===== src/hdl/mbc_pkg.sv =====
// shared types and constants for the bank controller with real-time clock
package mbc_pkg;

    typedef enum logic [1:0] {
        FUNC_CTRL  = 2'd0,
        FUNC_READ  = 2'd1,
        FUNC_WRITE = 2'd2,
        FUNC_TICK  = 2'd3
    } func_t;

    typedef enum logic [1:0] {
        RANGE_ENABLE = 2'd0,
        RANGE_ROM    = 2'd1,
        RANGE_SELECT = 2'd2,
        RANGE_LATCH  = 2'd3
    } range_t;

    localparam int CLK_REGS = 5;

    localparam logic [2:0] CLK_SEC   = 3'd0;
    localparam logic [2:0] CLK_MIN   = 3'd1;
    localparam logic [2:0] CLK_HOUR  = 3'd2;
    localparam logic [2:0] CLK_DAYL  = 3'd3;
    localparam logic [2:0] CLK_DAYH  = 3'd4;

    localparam logic [7:0] SEC_LIMIT   = 8'd60;
    localparam logic [7:0] HOUR_LIMIT  = 8'd24;
    localparam logic [7:0] DAYH_MASK   = 8'hC1;
    localparam logic [7:0] ROM_MASK    = 8'h7F;
    localparam logic [7:0] BANK_MAX    = 8'h03;
    localparam logic [7:0] CLK_SEL_LO  = 8'h08;
    localparam logic [7:0] CLK_SEL_HI  = 8'h0C;
    localparam logic [3:0] ENABLE_CODE = 4'hA;
    localparam int         HALT_BIT    = 6;
    localparam int         CARRY_BIT   = 7;

    localparam logic CFG_CLOCK_PRESENT = 1'b0;
    localparam logic CFG_RAM_PRESENT   = 1'b1;

    typedef struct packed {
        func_t       func;
        logic [14:0] addr;
        logic [7:0]  wdata;
    } item_t;

    typedef struct packed {
        logic [7:0]  read_data;
        logic        ram_strobe;
        logic [14:0] ram_address;
        logic [6:0]  rom_bank;
        logic        clock_mapped;
        logic        ram_on;
    } result_t;

endpackage


===== src/hdl/bank_controller_with_rtc.sv =====
// two registers from input transaction to result: the input register, then the result register
// throughput: one transaction per cycle while the output is not stalled; mbc_core updates its state as each one fires
// a stalled output holds one result while one more transaction waits in the input register
// reset: asynchronous active low; rom bank 1, ram bank 0, ram disabled,
// clock window unselected, live and latched clock zero, both presence bits set
module bank_controller_with_rtc
    import mbc_pkg::*;
(
    input  logic        clk,
    input  logic        rst_n,
    input  logic        in_valid,
    output logic        in_ready,
    input  logic [1:0]  func,
    input  logic [14:0] addr,
    input  logic [7:0]  wdata,
    output logic        out_valid,
    input  logic        out_ready,
    output logic [7:0]  read_data,
    output logic        ram_strobe,
    output logic [14:0] ram_address,
    output logic [6:0]  rom_bank,
    output logic        clock_mapped,
    output logic        ram_on,
    input  logic        cfg_we,
    input  logic        cfg_index,
    input  logic        cfg_data
);

    item_t   item_in;
    item_t   item_q;
    result_t res_comb;
    result_t res_q;
    logic    fire;
    logic    down_ready;

    assign item_in.func  = func_t'(func);
    assign item_in.addr  = addr;
    assign item_in.wdata = wdata;

    mbc_in_reg u_in (
        .clk        (clk),
        .rst_n      (rst_n),
        .in_valid   (in_valid),
        .in_ready   (in_ready),
        .item_in    (item_in),
        .down_ready (down_ready),
        .fire       (fire),
        .item_q     (item_q)
    );

    mbc_core u_core (
        .clk       (clk),
        .rst_n     (rst_n),
        .cfg_we    (cfg_we),
        .cfg_index (cfg_index),
        .cfg_data  (cfg_data),
        .fire      (fire),
        .item      (item_q),
        .res       (res_comb)
    );

    mbc_out_reg u_out (
        .clk       (clk),
        .rst_n     (rst_n),
        .fire      (fire),
        .res_in    (res_comb),
        .up_ready  (down_ready),
        .out_valid (out_valid),
        .out_ready (out_ready),
        .res_q     (res_q)
    );

    assign read_data    = res_q.read_data;
    assign ram_strobe   = res_q.ram_strobe;
    assign ram_address  = res_q.ram_address;
    assign rom_bank     = res_q.rom_bank;
    assign clock_mapped = res_q.clock_mapped;
    assign ram_on       = res_q.ram_on;

endmodule


===== src/hdl/mbc_in_reg.sv =====
// input register stage holding one bus transaction
module mbc_in_reg
    import mbc_pkg::*;
(
    input  logic  clk,
    input  logic  rst_n,
    input  logic  in_valid,
    output logic  in_ready,
    input  item_t item_in,
    input  logic  down_ready,
    output logic  fire,
    output item_t item_q
);

    logic  valid_reg;
    item_t item_reg;

    assign fire     = valid_reg && down_ready;
    assign in_ready = !valid_reg || down_ready;
    assign item_q   = item_reg;

    always_ff @(posedge clk or negedge rst_n)
    begin
        if (!rst_n)
        begin
            valid_reg <= 1'b0;
        end
        else if (in_ready)
        begin
            valid_reg <= in_valid;
        end
    end

    always_ff @(posedge clk)
    begin
        if (in_ready && in_valid)
        begin
            item_reg <= item_in;
        end
    end

endmodule


===== src/hdl/mbc_core.sv =====
// bank registers, clock counters and per-transaction result logic
module mbc_core
    import mbc_pkg::*;
(
    input  logic    clk,
    input  logic    rst_n,
    input  logic    cfg_we,
    input  logic    cfg_index,
    input  logic    cfg_data,
    input  logic    fire,
    input  item_t   item,
    output result_t res
);

    logic       clock_present_reg;
    logic       ram_present_reg;
    logic [6:0] rom_bank_reg,   rom_bank_next;
    logic [1:0] ram_bank_reg,   ram_bank_next;
    logic       ram_en_reg,     ram_en_next;
    logic       clk_sel_reg,    clk_sel_next;
    logic [2:0] clk_idx_reg,    clk_idx_next;
    logic       latch_bit_reg,  latch_bit_next;
    logic [7:0] live_reg    [CLK_REGS];
    logic [7:0] live_next   [CLK_REGS];
    logic [7:0] latched_reg [CLK_REGS];
    logic       do_latch;

    logic [2:0] idx;
    logic [7:0] sec_inc, min_inc, hour_inc;
    logic       sec_wrap, min_wrap, hour_wrap;
    logic [9:0] day_inc;
    logic [6:0] rom_sel;

    always_comb
    begin
        idx       = (clk_idx_reg > CLK_DAYH) ? CLK_DAYH : clk_idx_reg;
        sec_inc   = live_reg[CLK_SEC] + 8'd1;
        min_inc   = live_reg[CLK_MIN] + 8'd1;
        hour_inc  = live_reg[CLK_HOUR] + 8'd1;
        sec_wrap  = (sec_inc == SEC_LIMIT);
        min_wrap  = (min_inc == SEC_LIMIT);
        hour_wrap = (hour_inc == HOUR_LIMIT);
        day_inc   = {1'b0, live_reg[CLK_DAYH][0], live_reg[CLK_DAYL]} + 10'd1;
        rom_sel   = item.wdata[6:0] & ROM_MASK[6:0];

        rom_bank_next  = rom_bank_reg;
        ram_bank_next  = ram_bank_reg;
        ram_en_next    = ram_en_reg;
        clk_sel_next   = clk_sel_reg;
        clk_idx_next   = clk_idx_reg;
        latch_bit_next = latch_bit_reg;
        do_latch       = 1'b0;
        for (int i = 0; i < CLK_REGS; i++)
        begin
            live_next[i] = live_reg[i];
        end

        res.read_data   = 8'd0;
        res.ram_strobe  = 1'b0;
        res.ram_address = 15'd0;

        case (item.func)
            FUNC_CTRL:
            begin
                case (range_t'(item.addr[14:13]))
                    RANGE_ENABLE:
                    begin
                        if (ram_present_reg)
                        begin
                            ram_en_next = (item.wdata[3:0] == ENABLE_CODE);
                        end
                    end
                    RANGE_ROM:
                    begin
                        rom_bank_next = (rom_sel == 7'd0) ? 7'd1 : rom_sel;
                    end
                    RANGE_SELECT:
                    begin
                        if (item.wdata <= BANK_MAX)
                        begin
                            ram_bank_next = item.wdata[1:0];
                            clk_sel_next  = 1'b0;
                        end
                        else if (item.wdata inside {[CLK_SEL_LO:CLK_SEL_HI]}
                                 && clock_present_reg)
                        begin
                            clk_sel_next = 1'b1;
                            clk_idx_next = item.wdata[2:0] - CLK_SEL_LO[2:0];
                        end
                    end
                    RANGE_LATCH:
                    begin
                        if (clock_present_reg)
                        begin
                            do_latch       = !latch_bit_reg && item.wdata[0];
                            latch_bit_next = item.wdata[0];
                        end
                    end
                    default:
                    begin
                        rom_bank_next = rom_bank_reg;
                    end
                endcase
            end
            FUNC_TICK:
            begin
                if (!live_reg[CLK_DAYH][HALT_BIT])
                begin
                    live_next[CLK_SEC] = sec_wrap ? 8'd0 : sec_inc;
                    if (sec_wrap)
                    begin
                        live_next[CLK_MIN] = min_wrap ? 8'd0 : min_inc;
                    end
                    if (sec_wrap && min_wrap)
                    begin
                        live_next[CLK_HOUR] = hour_wrap ? 8'd0 : hour_inc;
                    end
                    // day count rolls over 511 into the carry flag
                    if (sec_wrap && min_wrap && hour_wrap)
                    begin
                        live_next[CLK_DAYL] = day_inc[7:0];
                        live_next[CLK_DAYH] = {live_reg[CLK_DAYH][CARRY_BIT] | day_inc[9],
                                               live_reg[CLK_DAYH][6:1], day_inc[8]};
                    end
                end
            end
            default:
            begin
                if (ram_en_reg)
                begin
                    if (clk_sel_reg)
                    begin
                        if (item.func == FUNC_READ)
                        begin
                            res.read_data = latched_reg[idx];
                        end
                        else if (idx == CLK_DAYH)
                        begin
                            live_next[CLK_DAYH] = item.wdata & DAYH_MASK;
                        end
                        else
                        begin
                            live_next[idx] = item.wdata;
                        end
                    end
                    else
                    begin
                        res.ram_strobe  = 1'b1;
                        res.ram_address = {ram_bank_reg, item.addr[12:0]};
                    end
                end
            end
        endcase

        res.rom_bank     = rom_bank_next;
        res.clock_mapped = clk_sel_next;
        res.ram_on       = ram_en_next;
    end

    always_ff @(posedge clk or negedge rst_n)
    begin
        if (!rst_n)
        begin
            clock_present_reg <= 1'b1;
            ram_present_reg   <= 1'b1;
        end
        else if (cfg_we)
        begin
            if (cfg_index == CFG_CLOCK_PRESENT)
            begin
                clock_present_reg <= cfg_data;
            end
            else
            begin
                ram_present_reg <= cfg_data;
            end
        end
    end

    always_ff @(posedge clk or negedge rst_n)
    begin
        if (!rst_n)
        begin
            rom_bank_reg  <= 7'd1;
            ram_bank_reg  <= 2'd0;
            ram_en_reg    <= 1'b0;
            clk_sel_reg   <= 1'b0;
            clk_idx_reg   <= 3'd0;
            latch_bit_reg <= 1'b0;
            for (int i = 0; i < CLK_REGS; i++)
            begin
                live_reg[i]    <= 8'd0;
                latched_reg[i] <= 8'd0;
            end
        end
        else if (fire)
        begin
            rom_bank_reg  <= rom_bank_next;
            ram_bank_reg  <= ram_bank_next;
            ram_en_reg    <= ram_en_next;
            clk_sel_reg   <= clk_sel_next;
            clk_idx_reg   <= clk_idx_next;
            latch_bit_reg <= latch_bit_next;
            for (int i = 0; i < CLK_REGS; i++)
            begin
                live_reg[i] <= live_next[i];
                if (do_latch)
                begin
                    latched_reg[i] <= live_reg[i];
                end
            end
        end
    end

endmodule


===== src/hdl/mbc_out_reg.sv =====
// result register towards the output channel
module mbc_out_reg
    import mbc_pkg::*;
(
    input  logic    clk,
    input  logic    rst_n,
    input  logic    fire,
    input  result_t res_in,
    output logic    up_ready,
    output logic    out_valid,
    input  logic    out_ready,
    output result_t res_q
);

    logic    valid_reg;
    result_t res_reg;

    assign up_ready  = !valid_reg || out_ready;
    assign out_valid = valid_reg;
    assign res_q     = res_reg;

    always_ff @(posedge clk or negedge rst_n)
    begin
        if (!rst_n)
        begin
            valid_reg <= 1'b0;
        end
        else if (up_ready)
        begin
            valid_reg <= fire;
        end
    end

    always_ff @(posedge clk)
    begin
        if (fire)
        begin
            res_reg <= res_in;
        end
    end

endmodule


===== config.mk =====
export PLATFORM = sky130hd
export DESIGN_NAME = bank_controller_with_rtc
export DESIGN_NICKNAME = d
export VERILOG_FILES = /design/src/hdl/mbc_pkg.sv /design/src/hdl/bank_controller_with_rtc.sv /design/src/hdl/mbc_in_reg.sv /design/src/hdl/mbc_core.sv /design/src/hdl/mbc_out_reg.sv
export SDC_FILE = /design/constraint.sdc
export NUM_CORES = 1
export LEC_CHECK = 0
export BUFFER_PORTS_ARGS = -buffer_cell sky130_fd_sc_hd__buf_2
export CAP_MARGIN = 10
export CORE_ASPECT_RATIO = 1.5
export CORE_UTILIZATION = 58
export DETAILED_ROUTE_END_ITERATION = 10
export GPL_TIMING_DRIVEN = 0
export PLACE_DENSITY = 0.75
export SLEW_MARGIN = 0
export SYNTH_ARGS = -nofsm -noshare
export SYNTH_HDL_FRONTEND = slang
export SYNTH_SLANG_ARGS = --single-unit

===== constraint.sdc =====
create_clock -name clk -period 5 [get_ports clk]
set_input_delay 0 -clock clk [delete_from_list [all_inputs] [get_ports clk]]
set_output_delay 0 -clock clk [all_outputs]
set_load 0.02 [all_outputs]

==> results of run 1 <==
metrics by stage:
step | total power, uW | cell area [sq um] | hold WS (ps) | util [%] | worst slack [ps]
3_3_place_gp | 1890 | 7680 | 177 | 63.9 | 1940
5_1_grt | 3310 | 8640 | 223 | 71.9 | 1600
3_5_place_dp | 1910 | 7710 | 94.2 | 64.2 | 1890
2_1_floorplan | 1760 | 7160 | -296 | - | 2480
4_1_cts | 3210 | 8640 | 193 | 71.9 | 1760
6_report | 3210 | 8640 | 172 | 71.9 | 1770
per-layer routing:
metal	share of wire (%)	up-vias	track usage (%)
li1	-	2451	-
met1	36	2657	34.9
met2	52	252	53.8
met3	5.1	82	5.56
met4	7.0	0	21.1
met5	0	-	0
synth_stat cells, types with 8 or more instances:
library cell / n / share of area (%)
dfrtp_1: 96 / 34
nand2_1: 69 / 3.6
mux2_2: 60 / 9.4
edfxtp_1: 58 / 24
o21ai_0: 34 / 2.4
and2_1: 24 / 2.1
clkbuf_1: 22 / 1.2
nor2_1: 22 / 1.2
a21oi_1: 20 / 1.4
nand3_1: 14 / 0.98
nor2b_1: 13 / 1.1
a22o_1: 10 / 1.2
a211o_1: 8 / 0.98
a211oi_1: 8 / 0.84
mux2i_1: 8 / 1.1
nor3_1: 8 / 0.56
o32a_1: 8 / 1.1
path summary, 6_finish.rpt:
check	to	slack, ps
worst max-delay path	u_core.latched_reg[37]	1770
worst min-delay path	u_core.live_reg[19]	170
worst max register to register	u_core.latched_reg[37]	1770
worst min register to register	u_core.rom_bank_reg[1]	490
max in group asynchronous	u_core.rom_bank_reg[0]	4090
min in group clk	u_in.item_q[6]	290
final cells by class:
type                       instances  area share (%)
timing repair buffer             100            7.99
tap                              153            2.22
sequential                       157            48.9
buffer                            26            1.23
clock inverter                    15            2.01
clock buffer                      17            4.92
multi-input combinational        401            32.5
inverter                           7           0.304
what timing repair did:
action	4_1_cts	5_1_grt
setup endpoints to repair	0	0
hold endpoints to repair	78	0
hold buffers	33	0
worst register-to-register path: cells and delay by family (launching register included):
| kind | cells | cell delay (ps) |
|---|---|---|
| buffers and inverters | 2 | 1230 |
| AND/OR/NAND/NOR | 4 | 1090 |
| flip-flops | 1 | 390 |
| multiplexers | 1 | 420 |
power by group through the flow:
stage	combinational, uW	sequential [uW]	clock, uW
2_1_floorplan	188	1570	0
3_3_place_gp	315	1580	0
3_5_place_dp	327	1580	0
4_1_cts	354	1560	1300
5_1_grt	390	1570	1350
6_report	360	1560	1290
kinds of logic (layout without fill, tap and decap cells):
family                   Yosys count  after routing
AND/OR/NAND/NOR                  191            191
flip-flops                       157            157
multiplexers                      70             70
adder cells (fa/ha/maj)            4              4
XOR/XNOR                           1              1
buffers and inverters             33            165
AO/OA/AOI/OAI                    135            135
==> results.py, run 1 <==
metrics = {
    "pwr": {
        "p_int_uw": 2290,
        "power_switching_uw": 924,
        "switching_share_pct": 28.7,
        "seq_power_share_pct": 48.5,
        "ir_drop_mv": 0.252,
        "p_comb_share_pct": 11.2,
        "p_leak_uw": 0.00366,
        "p_clk_share_pct": 40.3,
        "p_per_area_mw_per_mm2": 372,
    },
    "worst_setup_path": {
        "path_class": "flop to flop",
        "crit_path_max_incr_delay_ps": 640,
        "r2r_cells": 7,
        "worst-path-stages": 7,
        "reg2reg_from": "u_out.out_valid",
        "critPathBufInv": 2,
        "crit_chain": "nand2b_1 > nand2_1 > inv_2 > nand4_1 > nor3b_1 > clkbuf_1 > mux2_2",
        "worstSetupStartpointType": "flop",
        "critPathLaunch": "u_out.out_valid",
        "end_kind": "flop",
        "cp_data_required_time_ps": 5310,
        "arrival_ps": 3540,
        "slowest_stage": "inv_2",
        "cp_max_fo": 42,
        "path_delay_family": "buffers and inverters",
    },
    "floorplanning": {
        "io_pins": 67,
        "rows": 49,
        "die_area_sq_mm": 0.0128,
        "die_w_um": 92.7,
        "coreArea_sq_mm": 0.0120,
        "start_util_pct": 59.6,
        "die_height_um": 138,
    },
    "synth": {
        "synth_simple_gate_area_share_pct": 14.2,
        "synth_nets": 627,
        "synth-edff-count": 58,
        "synthXorXnorAreaFrac_pct": 0.122,
        "synth-seq-cells": 157,
        "syn_area_sq_mm": 0.00716,
        "synth_flop_cell": "dfrtp_1",
        "synth_top_family_by_area": "simple AND/OR/NAND/NOR gates",
        "synthArstFlopShare_pct": 63.1,
        "synth_seq_area_share_pct": 59.0,
        "ys_warn_count": 0,
        "synth_compound_area_share_pct": 13.2,
        "muxShareOfSynthArea_pct": 11.0,
        "synth_cell_types": 62,
        "syn_area_per_cell_sq_um": 12.1,
        "synth_cells": 591,
        "synthAdderAreaFrac_pct": 0.699,
    },
    "sta": {
        "finalCritPeriodShare_pct": 64.7,
        "fin_tns_setup_ps": 0,
        "setup_viol": 0,
        "skew_ps": 10.1,
        "maxSlewHeadroom_pct": 26.2,
        "report.final.slew_viol_count": 0,
        "grt_setup_unrepaired": "no",
        "layout_min_cycle_time_ps": 3230,
        "fmax_mhz": 309,
        "tightest_slew_ps": 1110,
        "hold_viol_final": 0,
    },
    "clocking": {
        "worst_skew_pair.late_latency_ps": 420,
        "cts_tree": "yes",
        "htreeDepth": 4,
        "cts-root-buf": "clkbuf_16",
        "post_cts_buffers": 0,
        "path_clk_slew_ps": 70,
        "numCtsBuffers": 17,
        "cts_resized": 0,
        "clock_path_buffers": 2,
        "clock-sinks": 157,
    },
    "routing": {
        "dr.first_iter.drc_count": 420,
        "vias": 5442,
        "first_pass_iters": 6,
        "drc": 0,
        "wl_per_cell_um": 21.8,
        "ant_nets": 0,
        "wl_mm": 19.1,
        "vias_per_cell": 6.21,
    },
    "global_route": {
        "overflow": 0,
        "grt_first_pass_wirelength_mm": 30.1,
        "grt_pass1_vias": 5741,
        "grt_start_max_net_pins": 53,
        "grt_usage_pct": 31.3,
        "antenna_found_initial": 0,
    },
    "layout": {
        "final-seq-area_sq_mm": 0.00422,
        "final_cell_mix": "96 x dfrtp_1, 69 x nand2_1, 66 x buf_2, 60 x mux2_2, 58 x edfxtp_1",
        "final_layout_size_suffix_gt1_share_pct": 24.5,
        "multi_input_area_sq_mm": 0.00281,
        "diodes": 0,
        "layout_commonest_cell": "dfrtp_1",
        "nFillCells": 854,
        "final_nets": 746,
        "layoutNonFillerInstCount": 876,
        "area_growth_pct": 20.7,
    },
    "place": {
        "place.gp.congestion": 0.909,
        "dp_hpwl_mm": 12.6,
        "io_buffers": 66,
        "dp_cells": 811,
    },
    "run_status": {
        "status": "completed",
    },
    "min_path": {
        "hp-class": "input pin to asynchronous set/reset pin",
    },
    "run": {
        "drv_cap": 0,
    },
}
Note: power is estimated with default switching activity, not from simulation.
==> run 2, diff against run 1 <==
- CORE_UTILIZATION: 58 -> 53
- PLACE_DENSITY: 0.75 -> 0.72
- clock period: 5 -> 2.7 ns (I/O delays scaled with it)
==> results.py, run 2 (synthesis results as in run 1) <==
metrics = {
    "floorplanning": {
        "coreArea_sq_mm": 0.0131,
        "die_height_um": 144,
        "die_area_sq_mm": 0.0140,
        "io_pins": 67,
        "die_w_um": 96.9,
        "start_util_pct": 54.7,
        "rows": 51,
    },
    "run_status": {
        "status": "completed",
    },
    "clocking": {
        "cts_tree": "yes",
        "worst_skew_pair.late_latency_ps": 430,
        "cts-root-buf": "clkbuf_16",
        "numCtsBuffers": 17,
        "htreeDepth": 4,
        "clock-sinks": 157,
        "clock_path_buffers": 2,
        "path_clk_slew_ps": 70,
    },
    "sta": {
        "tightest_slew_ps": 1150,
        "finalCritPeriodShare_pct": 94.9,
        "setup_viol": 0,
        "maxSlewHeadroom_pct": 23.4,
        "fmax_mhz": 390,
        "layout_min_cycle_time_ps": 2560,
        "hold_viol_final": 0,
        "hold-worst-slack_ps": 39.9,
        "skew_ps": 9.00,
        "report.final.slew_viol_count": 0,
    },
    "worst_setup_path": {
        "path_class": "flop to flop",
        "r2r_cells": 7,
        "arrival_ps": 2870,
        "cp_data_required_time_ps": 3010,
        "r2r_slack_ps": 140,
        "end_kind": "flop",
        "worstSetupStartpointType": "flop",
        "cp_max_fo": 8,
    },
    "pwr": {
        "p_per_area_mw_per_mm2": 701,
        "ir_drop_mv": 0.524,
        "p_leak_uw": 0.00370,
    },
    "routing": {
        "first_pass_iters": 5,
        "vias_per_cell": 6.08,
        "vias": 5379,
        "ant_nets": 0,
        "drc": 0,
        "wl_mm": 18.6,
        "wl_per_cell_um": 21.0,
        "dr.first_iter.drc_count": 431,
    },
    "global_route": {
        "grt_pass1_vias": 5498,
        "overflow": 0,
        "grt_usage_pct": 27.8,
        "grt_first_pass_wirelength_mm": 29.2,
        "grt_start_max_net_pins": 73,
        "antenna_found_initial": 0,
    },
    "layout": {
        "layout_commonest_cell": "dfrtp_1",
        "final_cell_mix": "94 x dfrtp_1, 69 x nand2_1, 66 x buf_2, 60 x mux2_2, 58 x edfxtp_1",
        "diodes": 0,
        "final_nets": 748,
        "final_layout_size_suffix_gt1_share_pct": 25.9,
        "fin_area_sq_mm": 0.00874,
        "area_growth_pct": 22.1,
        "final_core_util_pct": 66.8,
    },
    "place": {
        "io_buffers": 66,
        "place.gp.congestion": 0.918,
        "dpl-instance-area_sq_mm": 0.00772,
        "dp_hpwl_mm": 12.5,
    },
    "min_path": {
        "hp-class": "input pin to asynchronous set/reset pin",
    },
    "run": {
        "drv_cap": 0,
    },
}
run 2: cell type report:
| class | instances | area, sq um |
|---|---|---|
| buffer | 26 | 111 |
| clock buffer | 17 | 425 |
| clock inverter | 15 | 221 |
| fill | 935 | 4340 |
| inverter | 7 | 31.3 |
| multi-input combinational | 401 | 2820 |
| sequential | 157 | 4230 |
| tap | 159 | 199 |
| timing repair buffer | 102 | 706 |
run 2: worst paths after layout:
path	to	from
max	u_core.live_reg[8]	u_core.live_reg[33]
max reg2reg	u_core.live_reg[8]	u_core.live_reg[33]
min in group clk	u_in.item_q[9]	addr[1]
min reg2reg	u_core.live_reg[4]	u_core.live_reg[4]
min	u_core.live_reg[36]	rst_n
max in group asynchronous	u_core.rom_bank_reg[0]	rst_n
run 2: what timing repair did:
action / CTS / global route
hold endpoints to repair: 127 / 0
gates resized for setup: 6 / 5
pin swaps: 1 / 1
endpoints found under the setup margin: 42 / 46
setup buffers: 0 / 2
hold buffers: 33 / 0
run 2: metrics by stage:
step / std cells / worst slack [ps] / TNS (ps) / total power (uW)
floorplan: 591 / 182 / 0 / 3260
global placement: 816 / -372 / -14110 / 3510
detailed placement: 817 / -441 / -16070 / 3530
CTS: 882 / 51.2 / 0 / 6130
global route: 884 / -2.27 / -4.46 / 6320
finish: 884 / 137 / 0 / 6130
run 2: critical path, stage by stage, from the launching register on:
cell       delay [ps]
dfrtp_1           470
ha_1              250
nand3b_1          130
nand4bb_2         370
o31a_1            400
or3_1             390
buf_6             150
mux2_4            290
run 2: metal layers:
layer  GRT usage, %  share of wire [%]  up-vias
li1               -                  -     2452
met1           30.6                 37     2626
met2           49.0                 51      235
met3           5.32                5.2       66
met4           18.6                6.0        0
met5              0                  0        -
run 2: power breakdown:
part | switching (uW) | leakage (uW) | total [uW] | internal, uW
clock | 1140 | 0.000308 | 2580 | 1440
sequential | 187 | 0.00190 | 2890 | 2710
combinational | 373 | 0.00150 | 659 | 286
total | 1700 | 0.00370 | 6130 | 4430
